==> src/rtl/afl_pkg.sv <==
`timescale 1ns / 1ps

package afl_pkg;

    // Defaults for the top-level parameters
    localparam int unsigned BUFFER_DEPTH_DEF = 1024;
    localparam int unsigned SINE_DEPTH_DEF   = 256;

    // Field and datapath widths
    localparam int unsigned SMP_W     = 16;
    localparam int unsigned ST_W      = 24;
    localparam int unsigned CFG_W     = 32;
    localparam int unsigned CFG_IDX_W = 3;
    localparam int unsigned MA_W      = 33;
    localparam int unsigned MB_W      = 25;
    localparam int unsigned ACC_W     = MA_W + MB_W;

    // Configuration register indexes
    localparam logic [CFG_IDX_W-1:0] CFG_ENABLE    = 3'd0;
    localparam logic [CFG_IDX_W-1:0] CFG_MAX_DELAY = 3'd1;
    localparam logic [CFG_IDX_W-1:0] CFG_LFO_STEP  = 3'd2;
    localparam logic [CFG_IDX_W-1:0] CFG_FEEDBACK  = 3'd3;
    localparam logic [CFG_IDX_W-1:0] CFG_WET_MIX   = 3'd4;

    // Register reset values
    localparam logic [9:0]  MAX_DELAY_RST = 10'd240;
    localparam logic [31:0] LFO_STEP_RST  = 32'd44739;
    localparam logic [14:0] FEEDBACK_RST  = 15'd22938;
    localparam logic [15:0] WET_MIX_RST   = 16'd16384;
    localparam logic [15:0] MIX_FULL      = 16'd32768;

    // Sequencer states
    typedef enum logic [1:0] {
        ST_CLEAR,
        ST_IDLE,
        ST_RUN
    } seq_state_t;

    // Multiplier operand selects
    typedef enum logic [2:0] {
        ASEL_ZERO,
        ASEL_PHASE,
        ASEL_LFO,
        ASEL_INV_F,
        ASEL_FRAC,
        ASEL_FB,
        ASEL_MIX,
        ASEL_INV_MIX
    } asel_t;

    typedef enum logic [2:0] {
        BSEL_ZERO,
        BSEL_TDEPTH,
        BSEL_MAXD,
        BSEL_MEMQ,
        BSEL_DELAYED,
        BSEL_WET,
        BSEL_X16
    } bsel_t;

    typedef enum logic [1:0] {
        ACC_HOLD,
        ACC_LOAD,
        ACC_ADD
    } acc_op_t;

    // Register-transfer actions of one step
    typedef enum logic [3:0] {
        ACT_NONE,
        ACT_ROM_ADDR,
        ACT_SPLIT,
        ACT_WRAP,
        ACT_RD_NEAR,
        ACT_RD_FAR,
        ACT_DELAYED,
        ACT_WET,
        ACT_STORE,
        ACT_OUT_FX,
        ACT_OUT_PASS
    } act_t;

    typedef enum logic [1:0] {
        JMP_NEXT,
        JMP_IF_WRAP,
        JMP_DONE
    } jump_t;

    // Program addresses
    typedef enum logic [4:0] {
        U_IDX_MUL   = 5'd0,
        U_IDX       = 5'd1,
        U_ROM_WAIT  = 5'd2,
        U_DEPTH_MUL = 5'd3,
        U_SPLIT     = 5'd4,
        U_WRAP      = 5'd5,
        U_RD_NEAR   = 5'd6,
        U_RD_FAR    = 5'd7,
        U_INTERP_A  = 5'd8,
        U_INTERP_B  = 5'd9,
        U_DELAYED   = 5'd10,
        U_FB_MUL    = 5'd11,
        U_WET       = 5'd12,
        U_MIX_WET   = 5'd13,
        U_MIX_DRY   = 5'd14,
        U_OUT_FX    = 5'd15,
        U_OUT_PASS  = 5'd16
    } step_t;

    typedef struct packed {
        asel_t   asel;
        bsel_t   bsel;
        acc_op_t acc_op;
        act_t    act;
        jump_t   jmp;
        step_t   target;
    } uword_t;

    // Sequencer to datapath
    typedef struct packed {
        uword_t uw;
        logic   exec;
        logic   clear;
        logic   take;
    } seq_ctl_t;

    // Datapath to sequencer
    typedef struct packed {
        logic fx_enable;
        logic wrap_pending;
        logic clear_last;
        logic out_busy;
    } dp_stat_t;

    function automatic uword_t mk_uw(asel_t a, bsel_t b, acc_op_t o, act_t t,
                                     jump_t j, step_t tg);
        uword_t w;
        w.asel   = a;
        w.bsel   = b;
        w.acc_op = o;
        w.act    = t;
        w.jmp    = j;
        w.target = tg;
        return w;
    endfunction

    // Control store: one word per step
    function automatic uword_t ucode(step_t s);
        uword_t w;
        unique case (s)
            U_IDX_MUL:   w = mk_uw(ASEL_PHASE, BSEL_TDEPTH, ACC_LOAD, ACT_NONE,
                                   JMP_NEXT, U_IDX_MUL);
            U_IDX:       w = mk_uw(ASEL_ZERO, BSEL_ZERO, ACC_HOLD, ACT_ROM_ADDR,
                                   JMP_NEXT, U_IDX_MUL);
            U_ROM_WAIT:  w = mk_uw(ASEL_ZERO, BSEL_ZERO, ACC_HOLD, ACT_NONE,
                                   JMP_NEXT, U_IDX_MUL);
            U_DEPTH_MUL: w = mk_uw(ASEL_LFO, BSEL_MAXD, ACC_LOAD, ACT_NONE,
                                   JMP_NEXT, U_IDX_MUL);
            U_SPLIT:     w = mk_uw(ASEL_ZERO, BSEL_ZERO, ACC_HOLD, ACT_SPLIT,
                                   JMP_NEXT, U_IDX_MUL);
            U_WRAP:      w = mk_uw(ASEL_ZERO, BSEL_ZERO, ACC_HOLD, ACT_WRAP,
                                   JMP_IF_WRAP, U_WRAP);
            U_RD_NEAR:   w = mk_uw(ASEL_ZERO, BSEL_ZERO, ACC_HOLD, ACT_RD_NEAR,
                                   JMP_NEXT, U_IDX_MUL);
            U_RD_FAR:    w = mk_uw(ASEL_ZERO, BSEL_ZERO, ACC_HOLD, ACT_RD_FAR,
                                   JMP_NEXT, U_IDX_MUL);
            U_INTERP_A:  w = mk_uw(ASEL_INV_F, BSEL_MEMQ, ACC_LOAD, ACT_NONE,
                                   JMP_NEXT, U_IDX_MUL);
            U_INTERP_B:  w = mk_uw(ASEL_FRAC, BSEL_MEMQ, ACC_ADD, ACT_NONE,
                                   JMP_NEXT, U_IDX_MUL);
            U_DELAYED:   w = mk_uw(ASEL_ZERO, BSEL_ZERO, ACC_HOLD, ACT_DELAYED,
                                   JMP_NEXT, U_IDX_MUL);
            U_FB_MUL:    w = mk_uw(ASEL_FB, BSEL_DELAYED, ACC_LOAD, ACT_NONE,
                                   JMP_NEXT, U_IDX_MUL);
            U_WET:       w = mk_uw(ASEL_ZERO, BSEL_ZERO, ACC_HOLD, ACT_WET,
                                   JMP_NEXT, U_IDX_MUL);
            U_MIX_WET:   w = mk_uw(ASEL_MIX, BSEL_WET, ACC_LOAD, ACT_STORE,
                                   JMP_NEXT, U_IDX_MUL);
            U_MIX_DRY:   w = mk_uw(ASEL_INV_MIX, BSEL_X16, ACC_ADD, ACT_NONE,
                                   JMP_NEXT, U_IDX_MUL);
            U_OUT_FX:    w = mk_uw(ASEL_ZERO, BSEL_ZERO, ACC_HOLD, ACT_OUT_FX,
                                   JMP_DONE, U_IDX_MUL);
            U_OUT_PASS:  w = mk_uw(ASEL_ZERO, BSEL_ZERO, ACC_HOLD, ACT_OUT_PASS,
                                   JMP_DONE, U_IDX_MUL);
            default:     w = mk_uw(ASEL_ZERO, BSEL_ZERO, ACC_HOLD, ACT_NONE,
                                   JMP_DONE, U_IDX_MUL);
        endcase
        return w;
    endfunction

    // Sine table entry for an angle in 1/65536 turns (elaboration only)
    function automatic logic [15:0] lfo_entry(logic [15:0] ang);
        logic [1:0]        q;
        logic [63:0]       t;
        logic [63:0]       u;
        logic [63:0]       u2;
        logic [63:0]       inner;
        logic [63:0]       mid;
        logic [63:0]       r;
        logic signed [31:0] v;
        q = ang[15:14];
        t = {50'd0, ang[13:0]};
        if (q[0])
            t = 64'd16384 - t;
        u     = t << 2;
        u2    = (u * u) >> 16;
        inner = 64'd42334 - ((u2 * 64'd5223) >> 16);
        mid   = 64'd102944 - ((u2 * inner) >> 16);
        r     = (u * mid) >> 16;
        if (r > 64'd65536)
            r = 64'd65536;
        if (!q[1])
            v = 32'sd32768 + $signed(r[32:1]);
        else
            v = 32'sd32768 - $signed(r[32:1]);
        if (v > 32'sd65535)
            v = 32'sd65535;
        if (v < 32'sd0)
            v = 32'sd0;
        return v[15:0];
    endfunction

endpackage

==> src/rtl/afl_seq.sv <==
`timescale 1ns / 1ps

module afl_seq import afl_pkg::*; (
    input  logic     clk,
    input  logic     rst_n,
    input  logic     in_valid,
    output logic     in_ready,
    input  dp_stat_t stat,
    output seq_ctl_t ctl
);

    seq_state_t state_reg;
    seq_state_t state_next;
    step_t      step_reg;
    step_t      step_next;
    uword_t     uw;
    logic       stall;

    // State and step counter
    always_ff @(posedge clk or negedge rst_n)
    begin
        if (!rst_n)
        begin
            state_reg <= ST_CLEAR;
            step_reg  <= U_IDX_MUL;
        end
        else
        begin
            state_reg <= state_next;
            step_reg  <= step_next;
        end
    end

    // Control word fetch, sequencing and jumps
    always_comb
    begin
        uw         = ucode(step_reg);
        stall      = (uw.jmp == JMP_DONE) && stat.out_busy;
        state_next = state_reg;
        step_next  = step_reg;
        in_ready   = 1'b0;
        ctl.uw     = uw;
        ctl.exec   = 1'b0;
        ctl.clear  = 1'b0;
        ctl.take   = 1'b0;
        unique case (state_reg)
            ST_CLEAR:
            begin
                ctl.clear = 1'b1;
                if (stat.clear_last)
                    state_next = ST_IDLE;
            end
            ST_IDLE:
            begin
                in_ready = 1'b1;
                if (in_valid)
                begin
                    ctl.take   = 1'b1;
                    state_next = ST_RUN;
                    step_next  = stat.fx_enable ? U_IDX_MUL : U_OUT_PASS;
                end
            end
            ST_RUN:
            begin
                ctl.exec = !stall;
                unique case (uw.jmp)
                    JMP_NEXT:    step_next = step_t'(step_reg + 5'd1);
                    JMP_IF_WRAP: step_next = stat.wrap_pending ? uw.target
                                                               : step_t'(step_reg + 5'd1);
                    JMP_DONE:
                    begin
                        if (!stall)
                            state_next = ST_IDLE;
                    end
                    default:     state_next = ST_IDLE;
                endcase
            end
            default: state_next = ST_CLEAR;
        endcase
    end

endmodule

==> config.mk <==
export PLATFORM = sky130hd
export DESIGN_NAME = afl_seq
export DESIGN_NICKNAME = d
export VERILOG_FILES = /design/src/rtl/afl_pkg.sv /design/src/rtl/afl_seq.sv
export SDC_FILE = /design/constraint.sdc
export NUM_CORES = 1
export LEC_CHECK = 0
export BUFFER_PORTS_ARGS = -buffer_cell sky130_fd_sc_hd__buf_4
export CORE_UTILIZATION = 35
export CTS_CLUSTER_SIZE = 14
export DETAILED_ROUTE_END_ITERATION = 10
export PLACE_DENSITY_LB_ADDON = 0.25
export SYNTH_ARGS = -nofsm -noshare
export SYNTH_HDL_FRONTEND = slang
export SYNTH_SLANG_ARGS = --single-unit
==> constraint.sdc <==
create_clock -name clk -period 1.8 [get_ports clk]
set_input_delay 0.54 -clock clk [delete_from_list [all_inputs] [get_ports clk]]
set_output_delay 0.54 -clock clk [all_outputs]
set_load 0.02 [all_outputs]
Word level (Yosys, flattened, before mapping)
Memory sizes are Yosys's and may differ from the RTL's.
Index checks and enable logic that the tools add are counted.
{"block": "classes", "reduce_logical": 8, "mux": 15, "addsub": 1, "eq_ne": 9}
{"operator": "5-bit one-hot mux with 2 select lines", "count": 2}
{"operator": "5-bit 2-to-1 mux", "count": 3}
{"operator": "2-bit 2-to-1 mux", "count": 3}
{"operator": "2-bit inequality test (second input constant)", "count": 3}
{"operator": "2-bit one-hot mux with 3 select lines", "count": 1}
{"operator": "5-bit by 1-bit adder with 5-bit output (second input constant)", "count": 1}
{"operator": "1-bit 2-to-1 mux", "count": 5}
{"operator": "2-bit by 1-bit == test with 1-bit output (second input constant)", "count": 2}
{"operator": "2-bit == test (second input constant)", "count": 2}
{"operator": "2-bit logical NOT", "count": 2}
{"operator": "2-bit one-hot mux with 2 select lines", "count": 1}
{"operator": "4-bit AND reduction", "count": 1}
{"operator": "3-bit by 1-bit inequality test with 1-bit output (second input constant)", "count": 1}
{"operator": "3-bit inequality test (second input constant)", "count": 1}
{"operator": "3-bit AND reduction", "count": 1}
{"operator": "2-bit nonzero test", "count": 1}
{"operator": "2-bit OR reduction", "count": 1}
{"operator": "1-bit logical AND", "count": 1}
{"operator": "1-bit logical NOT", "count": 1}
{"block": "totals", "word_cells": 36, "mem_bits_ro": 512, "in_bits": 7, "output_inout_bits": 23, "mem_count": 1, "regBits": 7}
{"memory": "(no name shown)", "depth": 32, "width": 16, "read_ports": 1, "rd_ports_with_merged_regs": 0, "write_ports": 0, "line_no": "afl_pkg.sv:149", "text": "unique case (s)"}

Depth between registers and ports, before layout
An unclocked memory read counts as a cell.
{"block": "depth", "ltp_word": 6, "ltp_mapped": 6, "depth_no_buf": 6}

Worst setup path after synthesis
Ideal clock, no wire load.
{"block": "synth_timing", "path_type": "register -> output", "from": "reg step_reg[0]", "to": "out ctl[2] (netlist name)", "t_arrival_ns": 1.649, "n_path_buf": 0, "required_ns": 1.260, "path_slack_ns": -0.389, "path_stages_with_launch": 6, "cell_sequence": "dfrtp_1 > ha_1 > ha_1 > a21oi_2 > inv_1 > a21oi_1"}
{"element": "from (decl)", "line_no": "afl_seq.sv:14", "text": "step_t step_reg;"}
{"element": "from (signal assigned)", "line_no": "afl_seq.sv:30", "text": "step_reg <= step_next;"}
{"element": "to (decl)", "line_no": "afl_seq.sv:9", "text": "output seq_ctl_t ctl"}

==> run summary <==
# clock sinks = 7
VDD IR-drop max = 1190 uV
first-pass GRT wire length = 4010 um
FF+latch count, synth = 7
status = complete, but fails checks
Post-Layout Cell Count = 183
Detail Placement HPWL = 1640 um
Largest register FFs = 5
Initial Util = 37.0%
Die ar. = 2540 um^2
GRT overflow = 0
Yosys cell types = 33
WL final = 2580 um
RePlAce Congestion = 0.781
syn avg cell area = 7.59 um^2
antenna viol nets, final = 0
Setup CP Type = reg2out
Total Neg Setup Slack = -4.44 ns
GRT Overall Usage = 20.6%
YS warnings = 0
pwr/cell area = 1570 nW/um^2
synthesized cell area = 820 um^2
area occupied by multi-input gates = 785 um^2
Max Root-Sink Buffers = 2
vias in the first global route = 909
Worst setup SP type = flop
core area = 2210 um^2
Synth Instances = 108
critical path fanouts, max = 4
# IOs = 30
DRT iter0 DRCs = 22
Routed WL per cell = 14.1 um
FF-to-FF Start = step_reg[0]
RSZ-0062 raised after global routing = true
pre-CTS WS = -0.121 ns
Post-synth EDFFs = 0
Die Y = 50.4 um
Final setup viols = 18
vias = 955
Reg clk slew, reported paths = 0.05 ns
fin crit share = 120%
Main synth FF type = dfrtp_1
violated checks = design-rule violations, negative setup slack
Synth area leaders = dfrtp_1 (21%), ha_1 (14%), a21oi_1 (6.1%), nand2_1 (5.0%), nor2_1 (5.0%)
r2r setup slk = -0.09 ns
drt first pass iters = 7
min cycle time layout = 2.16 ns
layout cells sized above 1 = 61.3%
FF-to-FF path depth = 9
Final Skew = 0.00663 ns
Skew-Pair Late Insertion Delay = 0.25 ns
CTS Buf Count = 3
Async SR Flop Fraction = 100%
row count = 17
chip width = 50.4 um
maximum capacitance violations = 0
hold buffers post-CTS = 0
CTS root buf = clkbuf_4
Fin. Hold Viols = 0
vias per inst = 5.22
Lkg Pwr = 0.000670 uW
DRC errors left = 2
post-synth top area cell = dfrtp_1
initial antenna violation count = 0
antenna cell count = 0
Nets = 172
Max Freq = 463 MHz
H-tree levels = 1
area grow syn2layout = 85.0%
Critical Path End Type = output pin
worst hold slack = 0.0925 ns
CP required = 1.26 ns
Hold/Removal Path Class = in2async
largest net degree at the start of global routing = 19
CP arrival = 1.62 ns
sequential-to-total area share from yosys stat = 21.4%
worst setup margin = -0.362 ns
top-area cell type share of the netlist area = 21.4%
Fill cells = 167
Pins Over Slew Limit = 0
FF-to-FF End = state_reg[1]
CTS tree = built
dpl cells = 169
buffers added on ports = 26
Storage cell area = 181 um^2
## report_power, final
| part | internal [uW] | leakage [uW] | switching, uW | total, uW |
|---|---|---|---|---|
| Combinational | 974 | 0.000570 | 994 | 1970 |
| Sequential | 216 | 0.0000854 | 62.0 | 278 |
| Clock | 84.4 | 0.0000150 | 55.2 | 140 |
| Total | 1270 | 0.000670 | 1110 | 2390 |
## cell usage after synthesis (2+ instances only)
cell type and count:
nand2_1 11, buf_4 5, and3_1 2, ha_1 9, a31oi_1 5, dfrtp_1 7
a22oi_1 2, o21ai_0 4, buf_2 4, a21oi_1 10, nand2b_1 5, inv_1 10
nor2_1 11, nand3_1 4
## stage by stage
| stage | area, um^2 | power [uW] | utilization [%] |
|---|---|---|---|
| after floorplan | 921 | 1230 | - |
| after detailed placement | 1190 | 1750 | 54.0 |
| after CTS | 1420 | 2170 | 64.0 |
| final | 1520 | 2390 | 68.6 |
| after global routing | 1520 | 2540 | 68.6 |
| after global placement | 1190 | 1730 | 54.0 |
## layout by cell type, fill, tap and decap left out, types with 2 or more instances in the layout
master and instances:
a21oi_2 8, nand2_2 2, a21oi_4 2, a31oi_1 3, ha_1 2, clkbuf_4 3
nor2_2 2, ha_4 6, o21ai_0 3, conb_1 3, nand2b_1 4, a31oi_4 2
buf_4 35, inv_1 7, dfrtp_1 4, nor2_1 9, dfrtp_2 2, buf_6 15
a22oi_1 2, inv_2 3, nand3_1 4, nand2_1 9
## routing by layer
metal	track usage, %	routed length, um	up-vias
li1	-	-	458
met1	22.9	1100	464
met2	40.2	1370	33
met3	2.42	100	0
met4	5.56	0	0
met5	0	0	-
## how the worst max path moves through the flow
| stage | cells past startpoint | slack [ns] | to | from |
|---|---|---|---|---|
| finish | 7 | -0.36 | ctl[2] | step_reg[0] |
| global route | 7 | -0.41 | ctl[19] | step_reg[0] |
| CTS | 5 | -0.34 | ctl[10] | step_reg[0] |
| detailed placement | 7 | -0.12 | ctl[19] | step_reg[1] |
| global placement | 7 | -0.08 | ctl[19] | step_reg[1] |
| floorplan | 6 | -0.02 | ctl[19] | step_reg[0] |
## what timing repair did
action                     in CTS  in global routing
setup endpoints to repair      17                 20
setup buffers                  10                  3
pin swaps                       9                 11
gates resized for setup        33                 12
## critical path, cell delays in order, from the launching register on
cell and delay [ns]:
dfrtp_2 0.44, buf_12 0.14, ha_4 0.17, ha_4 0.16
a21oi_4 0.14, inv_2 0.08, a21oi_4 0.12, buf_6 0.12
## cell type report
class / count / share of cell area, %
multi-input combinational: 83 / 51.7
clock buffer: 4 / 1.73
sequential: 7 / 12.0
inverter: 10 / 2.48
timing repair buffer: 51 / 29.8
tap: 28 / 2.31
## logic make-up (layout without fill, tap and decap cells)
kind of cell    after synthesis  in the layout  synth area share [%]
simple gates                 37             37                  22.0
compound gates               31             31                  25.8
buf+inv                      20             65                  13.0
fa+ha+maj                     9              9                  13.7
flops                         7              7                  21.4
mux                           2              2                  2.60
other cells                   1              3                 0.458
xor+xnor                      1              1                  1.07
No activity file was read; power rests on OpenSTA's default activity.
